===== src/hdl/calendar_date_facts_defines.svh =====
// Assertion macros shared by the calendar_date_facts RTL.
`ifndef CALENDAR_DATE_FACTS_DEFINES_SVH
`define CALENDAR_DATE_FACTS_DEFINES_SVH

// Same-cycle implication, checked on clock, off during reset.
`define CDF_ASSERT_IMPL(label, ante, cons, msg) \
   label: assert property (@(posedge clock) disable iff (reset) (ante) |-> (cons)) \
      else $error(msg);

// Next-cycle implication, checked on clock, off during reset.
`define CDF_ASSERT_NEXT(label, ante, cons, msg) \
   label: assert property (@(posedge clock) disable iff (reset) (ante) |=> (cons)) \
      else $error(msg);

`endif


===== src/hdl/cdf_pkg.sv =====
`timescale 1ns / 1ps
package cdf_pkg;

   localparam int DayWidth   = 5;
   localparam int MonthWidth = 4;
   localparam int YearWidth  = 14;

   // x / 25 == (x * 5243) >> 17 for every x below 43690
   localparam logic [12:0] DIV25_MUL   = 13'd5243;
   localparam int          DIV25_SHIFT = 17;

   localparam logic [3:0] MONTH_JAN = 4'd1;
   localparam logic [3:0] MONTH_FEB = 4'd2;
   localparam logic [3:0] MONTH_DEC = 4'd12;

   localparam logic [2:0] WD_FRIDAY   = 3'd5;
   localparam logic [2:0] WD_SATURDAY = 3'd6;

   typedef struct packed {
      logic [2:0] weekday;
      logic       is_week_end_day;
      logic       is_weekend;
      logic       is_business_day;
      logic [2:0] days_to_week_end;
      logic       is_leap;
      logic [4:0] month_length;
      logic [4:0] days_to_month_end;
      logic [8:0] days_to_year_end;
      logic       valid_res;
   } result_type;

   function automatic logic [4:0] month_days(input logic [3:0] m);
      logic [4:0] r;
      case (m)
         4'd1, 4'd3, 4'd5, 4'd7, 4'd8, 4'd10, 4'd12: r = 5'd31;
         4'd4, 4'd6, 4'd9, 4'd11:                    r = 5'd30;
         4'd2:                                       r = 5'd28;
         default:                                    r = 5'd0;
      endcase
      return r;
   endfunction

   function automatic logic [8:0] days_before(input logic [3:0] m);
      logic [8:0] r;
      case (m)
         4'd1:    r = 9'd0;
         4'd2:    r = 9'd31;
         4'd3:    r = 9'd59;
         4'd4:    r = 9'd90;
         4'd5:    r = 9'd120;
         4'd6:    r = 9'd151;
         4'd7:    r = 9'd181;
         4'd8:    r = 9'd212;
         4'd9:    r = 9'd243;
         4'd10:   r = 9'd273;
         4'd11:   r = 9'd304;
         4'd12:   r = 9'd334;
         default: r = 9'd0;
      endcase
      return r;
   endfunction

   // (31 * n) / 12 with March as n = 1, January and February as n = 11, 12
   function automatic logic [4:0] month_term(input logic [3:0] m);
      logic [4:0] r;
      case (m)
         4'd1:    r = 5'd28;
         4'd2:    r = 5'd31;
         4'd3:    r = 5'd2;
         4'd4:    r = 5'd5;
         4'd5:    r = 5'd7;
         4'd6:    r = 5'd10;
         4'd7:    r = 5'd12;
         4'd8:    r = 5'd15;
         4'd9:    r = 5'd18;
         4'd10:   r = 5'd20;
         4'd11:   r = 5'd23;
         4'd12:   r = 5'd25;
         default: r = 5'd0;
      endcase
      return r;
   endfunction

endpackage


===== src/hdl/cdf_leap.sv =====
`timescale 1ns / 1ps
module cdf_leap (
   input  logic [cdf_pkg::YearWidth-1:0] year,
   output logic                          is_leap
);
   import cdf_pkg::*;

   logic [11:0] y4;
   logic [24:0] prod;
   logic [7:0]  q;
   logic [11:0] rem;
   logic        div4;
   logic        div100;

   assign y4     = year[13:2];
   assign prod   = {13'd0, y4} * {12'd0, DIV25_MUL};
   assign q      = prod[DIV25_SHIFT +: 8];
   assign rem    = y4 - ({4'd0, q} * 12'd25);
   assign div4   = (year[1:0] == 2'd0);
   assign div100 = div4 && (rem == 12'd0);
   // divisible by 400 when year / 100 is a multiple of four
   assign is_leap = (div4 && !div100) || (div100 && (q[1:0] == 2'd0));

endmodule


===== src/hdl/cdf_weekday.sv =====
`timescale 1ns / 1ps
module cdf_weekday (
   input  logic [cdf_pkg::DayWidth-1:0]   day,
   input  logic [cdf_pkg::MonthWidth-1:0] month,
   input  logic [cdf_pkg::YearWidth-1:0]  year,
   output logic [2:0]                     weekday
);
   import cdf_pkg::*;

   logic        early;
   logic [14:0] yy;
   logic [12:0] yy4;
   logic [25:0] prod;
   logic [7:0]  q100;
   logic [5:0]  q400;
   logic [14:0] sum;
   logic [5:0]  fold1;
   logic [3:0]  fold2;
   logic [2:0]  fold3;

   // January and February count as months of the previous year
   assign early = (month <= MONTH_FEB);
   assign yy    = {1'b0, year} + 15'd400 - {14'd0, early};
   assign yy4   = yy[14:2];
   assign prod  = {13'd0, yy4} * {13'd0, DIV25_MUL};
   assign q100  = prod[DIV25_SHIFT +: 8];
   assign q400  = q100[7:2];

   assign sum = {10'd0, day} + yy + {2'd0, yy4} - {7'd0, q100} + {9'd0, q400}
              + {10'd0, month_term(month)};

   // mod 7 by summing octal digits, since 8 == 1 mod 7
   assign fold1 = {3'd0, sum[2:0]} + {3'd0, sum[5:3]} + {3'd0, sum[8:6]}
                + {3'd0, sum[11:9]} + {3'd0, sum[14:12]};
   assign fold2 = {1'b0, fold1[2:0]} + {1'b0, fold1[5:3]};
   assign fold3 = fold2[2:0] + {2'd0, fold2[3]};
   assign weekday = (fold3 == 3'd7) ? 3'd0 : fold3;

endmodule


===== src/hdl/cdf_calc.sv =====
`timescale 1ns / 1ps
module cdf_calc (
   input  logic [cdf_pkg::DayWidth-1:0]   day,
   input  logic [cdf_pkg::MonthWidth-1:0] month,
   input  logic [cdf_pkg::YearWidth-1:0]  year,
   output cdf_pkg::result_type            result
);
   import cdf_pkg::*;

   logic       leap;
   logic [2:0] wd;
   logic       mvalid;
   logic [4:0] mlen;
   logic       dvalid;
   logic [8:0] doy;
   logic [8:0] ylen;

   cdf_leap u_leap (
      .year    (year),
      .is_leap (leap)
   );

   cdf_weekday u_weekday (
      .day     (day),
      .month   (month),
      .year    (year),
      .weekday (wd)
   );

   assign mvalid = (month >= MONTH_JAN) && (month <= MONTH_DEC);
   assign mlen   = !mvalid ? 5'd0 :
                   (month == MONTH_FEB) ? (leap ? 5'd29 : 5'd28) : month_days(month);
   assign dvalid = mvalid && (day != 5'd0) && (day <= mlen);
   assign doy    = days_before(month) + {4'd0, day}
                 + {8'd0, (leap && (month > MONTH_FEB))};
   assign ylen   = leap ? 9'd366 : 9'd365;

   always_comb begin
      result                   = '0;
      result.is_leap           = leap;
      result.month_length      = mlen;
      result.valid_res         = dvalid;
      if (dvalid) begin
         result.weekday           = wd;
         result.is_week_end_day   = (wd == WD_SATURDAY);
         result.is_weekend        = (wd == WD_FRIDAY) || (wd == WD_SATURDAY);
         result.is_business_day   = !((wd == WD_FRIDAY) || (wd == WD_SATURDAY));
         result.days_to_week_end  = WD_SATURDAY - wd;
         result.days_to_month_end = mlen - day + 5'd1;
         result.days_to_year_end  = ylen - doy + 9'd1;
      end
   end

endmodule


===== src/hdl/calendar_date_facts.sv =====
`timescale 1ns / 1ps
// An accepted request is held in the request register, then in the response
// register. Throughput: one transaction per cycle unless rsp_stall holds the
// pipe; the date logic is a single pass between those two registers.
// Reset (synchronous, active high) empties both stages; payload is not reset.
`include "calendar_date_facts_defines.svh"
module calendar_date_facts (
   input  logic                          clock,
   input  logic                          reset,
   input  logic                          req_valid,
   output logic                          req_stall,
   input  logic [cdf_pkg::DayWidth-1:0]  req_day,
   input  logic [cdf_pkg::MonthWidth-1:0] req_month,
   input  logic [cdf_pkg::YearWidth-1:0] req_year,
   output logic                          rsp_valid,
   input  logic                          rsp_stall,
   output logic [2:0]                    rsp_weekday,
   output logic                          rsp_is_week_end_day,
   output logic                          rsp_is_weekend,
   output logic                          rsp_is_business_day,
   output logic [2:0]                    rsp_days_to_week_end,
   output logic                          rsp_is_leap,
   output logic [4:0]                    rsp_month_length,
   output logic [4:0]                    rsp_days_to_month_end,
   output logic [8:0]                    rsp_days_to_year_end,
   output logic                          rsp_valid_res
);
   import cdf_pkg::*;

   logic                  s1_valid_ff;
   logic                  s1_valid_in;
   logic [DayWidth-1:0]   day_ff;
   logic [MonthWidth-1:0] month_ff;
   logic [YearWidth-1:0]  year_ff;
   logic                  rsp_valid_ff;
   logic                  rsp_valid_in;
   result_type            result_ff;
   result_type            result_in;
   logic                  s1_move;
   logic                  req_take;

   assign s1_move  = s1_valid_ff && (!rsp_valid_ff || !rsp_stall);
   assign req_stall = s1_valid_ff && !s1_move;
   assign req_take = req_valid && !req_stall;

   assign s1_valid_in  = req_take || (s1_valid_ff && !s1_move);
   assign rsp_valid_in = s1_move || (rsp_valid_ff && rsp_stall);

   cdf_calc u_calc (
      .day    (day_ff),
      .month  (month_ff),
      .year   (year_ff),
      .result (result_in)
   );

   always_ff @(posedge clock) begin
      if (reset) begin
         s1_valid_ff  <= 1'b0;
         rsp_valid_ff <= 1'b0;
      end else begin
         s1_valid_ff  <= s1_valid_in;
         rsp_valid_ff <= rsp_valid_in;
      end
   end

   always_ff @(posedge clock) begin
      if (req_take) begin
         day_ff   <= req_day;
         month_ff <= req_month;
         year_ff  <= req_year;
      end
      if (s1_move) begin
         result_ff <= result_in;
      end
   end

   assign rsp_valid             = rsp_valid_ff;
   assign rsp_weekday           = result_ff.weekday;
   assign rsp_is_week_end_day   = result_ff.is_week_end_day;
   assign rsp_is_weekend        = result_ff.is_weekend;
   assign rsp_is_business_day   = result_ff.is_business_day;
   assign rsp_days_to_week_end  = result_ff.days_to_week_end;
   assign rsp_is_leap           = result_ff.is_leap;
   assign rsp_month_length      = result_ff.month_length;
   assign rsp_days_to_month_end = result_ff.days_to_month_end;
   assign rsp_days_to_year_end  = result_ff.days_to_year_end;
   assign rsp_valid_res         = result_ff.valid_res;

   `CDF_ASSERT_IMPL(a_stall_only_when_full, req_stall, s1_valid_ff && rsp_valid_ff, "stall with room")
   `CDF_ASSERT_IMPL(a_invalid_zero, rsp_valid && !rsp_valid_res, (rsp_weekday == 3'd0) && (rsp_days_to_year_end == 9'd0) && (rsp_days_to_month_end == 5'd0), "invalid date not zeroed")
   `CDF_ASSERT_IMPL(a_week_count, rsp_valid && rsp_valid_res, (rsp_weekday <= WD_SATURDAY) && (rsp_days_to_week_end == WD_SATURDAY - rsp_weekday), "weekday count mismatch")
   `CDF_ASSERT_IMPL(a_business, rsp_valid && rsp_valid_res, rsp_is_business_day != rsp_is_weekend, "business flag mismatch")
   `CDF_ASSERT_IMPL(a_month_count, rsp_valid && rsp_valid_res, (rsp_days_to_month_end != 5'd0) && (rsp_days_to_month_end <= rsp_month_length), "month count out of range")
   `CDF_ASSERT_NEXT(a_move_loads, s1_move, rsp_valid, "stage move lost")

endmodule


===== config.mk =====
export PLATFORM = sky130hd
export DESIGN_NAME = calendar_date_facts
export DESIGN_NICKNAME = d
export VERILOG_FILES = /design/src/hdl/cdf_pkg.sv /design/src/hdl/cdf_leap.sv /design/src/hdl/cdf_weekday.sv /design/src/hdl/cdf_calc.sv /design/src/hdl/calendar_date_facts.sv
export VERILOG_INCLUDE_DIRS = /design/src /design/src/hdl
export SDC_FILE = /design/constraint.sdc
export NUM_CORES = 1
export LEC_CHECK = 0
export ABC_AREA = 1
export ABC_CLOCK_PERIOD_IN_PS = 14680
export CAP_MARGIN = 20
export CORE_ASPECT_RATIO = 0.7
export CORE_MARGIN = 3
export CORE_UTILIZATION = 54
export DETAILED_ROUTE_END_ITERATION = 8
export DONT_BUFFER_PORTS = 1
export PLACE_DENSITY_LB_ADDON = 0.2
export SLEW_MARGIN = 10
export SYNTH_ARGS = -nofsm -noshare
export SYNTH_HDL_FRONTEND = slang
export SYNTH_SLANG_ARGS = --single-unit
export TNS_END_PERCENT = 5

===== constraint.sdc =====
create_clock -name clock -period 14.68 [get_ports clock]
set_input_delay 1.468 -clock clock [delete_from_list [all_inputs] [get_ports clock]]
set_output_delay 1.468 -clock clock [all_outputs]
set_load 0.01 [all_outputs]

Word level (Yosys, flattened, before mapping)
Memory sizes are Yosys's and may differ from the RTL's. A register that Yosys moved wholly into a read port is not among the register bits.
Index checks and enable logic that the tools add are counted.
{ "totals": {"word_cells": 85, "reg_bits": 55, "in_bits": 27, "memories": 3, "romBits": 304} }
{ "classes": {"n_lt_le_gt_ge": 5, "mux": 8, "addsub": 21, "reduce_logical": 26, "multipliers": 3, "eq_ne": 4} }
{ "memory_table": {"columns": ["name", "words", "word_bits", "rd", "rd_clocked_by_memory_dff", "write_ports", "line_no", "text"], "rows": [
  ["(name not given)", 16, 9, 1, 1, 0, "cdf_pkg.sv:45", "case (m)"],
  ["(name not given)", 16, 5, 1, 1, 0, "cdf_pkg.sv:34", "case (m)"],
  ["(name not given)", 16, 5, 1, 1, 0, "cdf_pkg.sv:66", "case (m)"]
]} }
{ "op_table": {"columns": ["op", "count"], "rows": [
  ["12-bit by 13-bit multiplier with 25-bit output, second input constant", 1],
  ["13-bit by 13-bit multiplier with 25-bit output, second input constant", 1],
  ["14-bit by 9-bit adder with 15-bit output, second input constant", 1],
  ["15-bit by 13-bit adder with 15-bit output", 1],
  ["15-bit by 5-bit adder with 15-bit output", 1],
  ["15-bit by 6-bit adder with 15-bit output", 1],
  ["5-bit by 15-bit adder with 15-bit output", 1],
  ["15-bit by 1-bit subtractor with 15-bit output", 1],
  ["15-bit by 8-bit subtractor with 15-bit output", 1],
  ["12-bit logical NOT", 1],
  ["8-bit by 5-bit multiplier with 12-bit output, second input constant", 1],
  ["4-bit two-way mux", 3],
  ["12-bit subtractor", 1],
  ["1-bit logical AND", 11],
  ["5-bit two-way mux", 2],
  ["9-bit by 1-bit adder with 9-bit output", 1],
  ["9-bit by 1-bit adder with 9-bit output, second input constant", 1],
  ["9-bit by 5-bit adder with 9-bit output", 1],
  ["3-bit equality test, second input constant", 3],
  ["9-bit subtractor", 1],
  ["3-bit by 3-bit adder with 4-bit output", 2],
  ["5-bit by 3-bit adder with 6-bit output", 1],
  ["6-bit by 3-bit adder with 6-bit output", 1],
  ["1-bit logical NOT", 6],
  ["other kinds (17)", 22]
]} }

Logic depth before layout (Yosys ltp)
{ "logic_depth": {"ltp_word": 18, "depth_mapped": 77, "depth_no_buf": 77} }

Cells and area by module
Synthesis repeated with hierarchy kept, for this count alone.
{ "unflattened": {"cells_unflattened": 1545, "area_unflattened_um2": 13339.0} }
{ "by_module_without_submodules": {"columns": ["mod", "seq_area_each_um2", "cells_per_inst", "area_per_inst_um2", "n_inst"], "rows": [
  ["cdf_weekday", 0.0, 770, 6140.9, 1],
  ["cdf_leap", 0.0, 504, 4090.2, 1],
  ["calendar_date_facts", 1631.6, 65, 1682.9, 1],
  ["cdf_calc", 0.0, 206, 1425.1, 1]
]} }

Least setup slack after synthesis
No wires, ideal clock.
{ "synth_timing": {"path_kind": "flip-flop to flip-flop", "startpoint": "reg month_ff[2]", "endpoint": "reg result_ff, in the netlist rsp_days_to_week_end[2], data pin", "t_required_ns": 14.409, "path_stages_with_launch": 67, "synth_period_minus_slack_ns": 13.723, "setup_time_ns": 0.271, "path_slack_ns": 0.957, "t_arrival_ns": 13.451, "cell_sequence": "edfxtp_1 -> nor2_1 -> o21ai_0 -> inv_1 -> ha_1 -> inv_1 -> ha_1 -> fa_1 -> a31oi_1 -> inv_1 -> a21oi_1 -> nand2_1 -> nand2_1 -> nand2_2 -> nand2_1 -> nand2_1 -> a21oi_1 -> o21bai_1 -> [... 31 more ...] -> xor2_1 -> fa_1 -> fa_1 -> fa_1 -> inv_1 -> ha_1 -> fa_1 -> xor2_1 -> ha_1 -> inv_1 -> fa_1 -> inv_1 -> ha_1 -> ha_1 -> nor2_1 -> inv_1 -> a21oi_1 -> a311oi_1"} }
{ "synth_between": {"elab_chain_cells": 16, "word_cells_on_any_way": 26} }
{ "synth_rtl": {"columns": ["item", "line_no", "text"], "rows": [
  ["start, declared", "calendar_date_facts.sv:33", "logic [MonthWidth-1:0] month_ff;"],
  ["start signal, assigned", "calendar_date_facts.sv:69", "month_ff <= req_month;"],
  ["4-bit by 2-bit <= comparator with 1-bit output", "cdf_weekday.sv:22", "assign early = (month <= MONTH_FEB);"],
  ["15-bit by 1-bit subtractor with 15-bit output", "cdf_weekday.sv:23", "assign yy = {1'b0, year} + 15'd400 - {14'd0, early};"],
  ["5-bit by 15-bit adder with 15-bit output", "cdf_weekday.sv:29", "assign sum = {10'd0, day} + yy + {2'd0, yy4} - {7'd0, q100} + {9'd0, q400}"],
  ["15-bit by 13-bit adder with 15-bit output", "cdf_weekday.sv:29", null],
  ["15-bit by 8-bit subtractor with 15-bit output", "cdf_weekday.sv:29", null],
  ["15-bit by 6-bit adder with 15-bit output", "cdf_weekday.sv:29", null],
  ["15-bit by 5-bit adder with 15-bit output", "cdf_weekday.sv:30", "+ {10'd0, month_term(month)};"],
  ["3-bit by 3-bit adder with 4-bit output", "cdf_weekday.sv:33", "assign fold1 = {3'd0, sum[2:0]} + {3'd0, sum[5:3]} + {3'd0, sum[8:6]}"],
  ["4-bit by 3-bit adder with 5-bit output", "cdf_weekday.sv:33", null],
  ["5-bit by 3-bit adder with 6-bit output", "cdf_weekday.sv:34", "+ {3'd0, sum[11:9]} + {3'd0, sum[14:12]};"],
  ["6-bit by 3-bit adder with 6-bit output", "cdf_weekday.sv:34", null],
  ["3-bit by 3-bit adder with 4-bit output", "cdf_weekday.sv:35", "assign fold2 = {1'b0, fold1[2:0]} + {1'b0, fold1[5:3]};"],
  ["3-bit by 1-bit adder with 3-bit output", "cdf_weekday.sv:36", "assign fold3 = fold2[2:0] + {2'd0, fold2[3]};"],
  ["3-bit equality test", "cdf_weekday.sv:37", "assign weekday = (fold3 == 3'd7) ? 3'd0 : fold3;"],
  ["3-bit two-way mux", "cdf_weekday.sv:37", null],
  ["3-bit subtractor", "cdf_calc.sv:48", "result.days_to_week_end = WD_SATURDAY - wd;"],
  ["end signal, assigned", "calendar_date_facts.sv:73", "result_ff <= result_in;"],
  ["end, declared", "calendar_date_facts.sv:37", "result_type result_ff;"]
]} }
Parallel ways exist; a longest one is shown, timed or not.
A chain may end at the register's enable or synchronous reset.

Final worst setup path
Ends and elaborated chain as after synthesis.

==> flow_summary.yaml <==
setup_path:
  crit_type: "reg -> reg"
  crit_fanout: 4
  crit_required_ns: 14.73
  ff2ff_setup_slack_ns: 0.70
  cp_common_cell: "inv_1"
  cp_slowest_stage_delay_ns: 0.56
  endpoint_kind: "flip-flop"
  critPathLaunchType: "flip-flop"
  cp_slowest_cell: "fa_1"
  cp.arrival_ns: 14.03
floorplanning:
  die_x_um: 189
  io_pins: 59
  start_util_pct: 55.4
  dieArea_um2: 25300
  fp.dieH_um: 134
  rows: 46
  core-area_um2: 22800
clock_tree:
  path_clk_slew_ns: 0.06
  cts_sinks: 69
  ctsHtreeMaxLevel: 3
  cts-root-buf: "clkbuf_16"
  cts_hold_buf: 0
  cts_tree: "done"
  clk-insertion-delay-late_ns: 0.34
  cts_buffers: 9
  clockBufferDepth: 2
placement:
  io_buffers: 0
  gp_congestion: 0.956
  post-place-ws_ns: 0.0384
  dp_hpwl_mm: 23.5
synth:
  yosysWarnings: 0
  postSynthAreaPerCell_um2: 9.20
  synth_area_um2: 12700
  synth.most_common_cell: "inv_1"
  yosysTopAreaCell: "ha_1"
  ys_ff_latch: 69
  synth_ff_type: "edfxtp_1"
  netlist_instances: 1376
  syn-num-nets: 1852
  yosysSeqAreaShare_pct: 14.9
  synth.area.top_cells: "ha_1 29%, fa_1 24%, edfxtp_1 12%"
  yosysUniqueCellTypes: 52
  synth_edf_count: 50
  async_reset_ff_share_pct: 0
  synth_commonest_cells: "380 x inv_1, 297 x ha_1, 152 x fa_1"
  synth_top_area_share_pct: 29.4
route:
  drc: 0
  viasPerCell: 5.04
  drt_iter0_drc: 416
  wl_per_cell_um: 15.7
  postRouteAntennaNets: 0
  drt_first_pass_iters: 5
  via_count: 8669
  routed_wl_mm: 26.9
sta:
  hold_violations: 0
  period_minus_slack_ns: 13.98
  fin_crit_sh_pct: 95.2
  fin_ws_ns: 0.704
  setup_violations: 0
  relSlewSlack_pct: 38.6
  skew_ns: 0.00680
  final-max-slew-violation-count: 0
  tightest_slew_ns: 0.919
  clock.fmax_mhz: 71.6
  hold_slack_ns: 0.523
final_layout:
  final_core_util_pct: 59.6
  final_net_count: 1878
  areaGrowthSynthToFinish_pct: 7.55
  layout-drive-gt1-share_pct: 7.89
  antenna_cells: 0
global_route:
  antenna_found_initial: 0
  grt_pass1_wl_mm: 44.6
  grt_pass1_vias: 8659
  grt_overflow: 0
  gr-usage-all-layers_pct: 22.2
  grt_max_degree: 28
status:
  status: "finished clean"
job:
  cap_violations: 0
worst_hold_path:
  worstHoldPathType: "reg -> reg"
## through the flow
stage / cells / setup TNS (ns) / cell area (µm²)
2_1_floorplan: 1376 / 0 / 12700
3_3_place_gp: 1691 / 0 / 13100
3_5_place_dp: 1691 / 0 / 13100
4_1_cts: 1707 / 0 / 13400
5_1_grt: 1719 / -0.0376 / 13600
6_report: 1719 / 0 / 13600
## metal layers
layer / vias up / track usage [%] / share of wire, %
met4: 0 / 3.18 / 0.63
met2: 173 / 31.2 / 40
met1: 4120 / 34.8 / 52
met5: - / 0 / 0
met3: 12 / 6.06 / 7.0
li1: 4364 / - / -
## kinds of logic (layout without fill, tap and decap cells)
group | Yosys count | in the layout | share of synthesized area, %
flops | 69 | 69 | 14.9
xor+xnor | 52 | 52 | 3.83
compound gates | 133 | 133 | 6.28
buf+inv | 391 | 422 | 11.7
simple gates | 282 | 282 | 9.91
fa+ha+maj | 449 | 449 | 53.4
## path summary, 6_finish.rpt
| path | startpoint | to | cells after the start |
|---|---|---|---|
| max | month_ff[2] | rsp_days_to_week_end[2] | 71 |
| min | s1_valid_ff | rsp_valid | 2 |
| max reg2reg | month_ff[2] | rsp_days_to_week_end[2] | 71 |
| min reg2reg | s1_valid_ff | rsp_valid | 2 |
## critical path: cells and delay by family, from the launching register on
kind | cells | cell delay [ns]
adder cells (fa/ha/maj) | 19 | 7.68
AND/OR/NAND/NOR | 19 | 1.70
AO/OA/AOI/OAI | 11 | 1.54
buffers and inverters | 17 | 1.34
XOR/XNOR | 5 | 0.97
flip-flops | 1 | 0.42
## what timing repair did
action                                  CTS  global route
endpoints found under the setup margin    2             8
setup buffers                             0            11
pin swaps                                 0            19
resized for setup                         1            31
## cell type report
| class | count | area (µm²) |
|---|---|---|
| repair buffers | 23 | 170 |
| multi-input cells | 916 | 9450 |
| fillers | 2038 | 9240 |
| clock inverters | 7 | 57.6 |
| flip-flops and latches | 69 | 1880 |
| clock buffers | 9 | 225 |
| well taps | 312 | 390 |
| inverters | 383 | 1440 |
## cell usage in the layout, fill, tap and decap left out, types with 3 or more instances in the layout
cell type,n
nand2_2,19
a21oi_2,7
a31oi_1,3
inv_1,379
nor3_1,14
buf_4,22
nor2_2,6
dfxtp_1,19
inv_2,4
edfxtp_1,50
fa_1,149
ha_4,3
o21ai_2,4
nand4_1,5
a21o_1,8
nand2_1,125
o21bai_1,5
ha_1,292
fa_2,3
xor2_1,32
nor2_1,61
nand3_1,31
or2_2,5
a21oi_1,48
o21ai_1,5
o21ai_0,33
xor2_2,6
xnor2_1,12
clkbuf_16,9
nand3_2,4
Power is left out: the tool's default activity adds up to more than one toggle a clock period on the data nets, which glitch-free logic cannot reach.
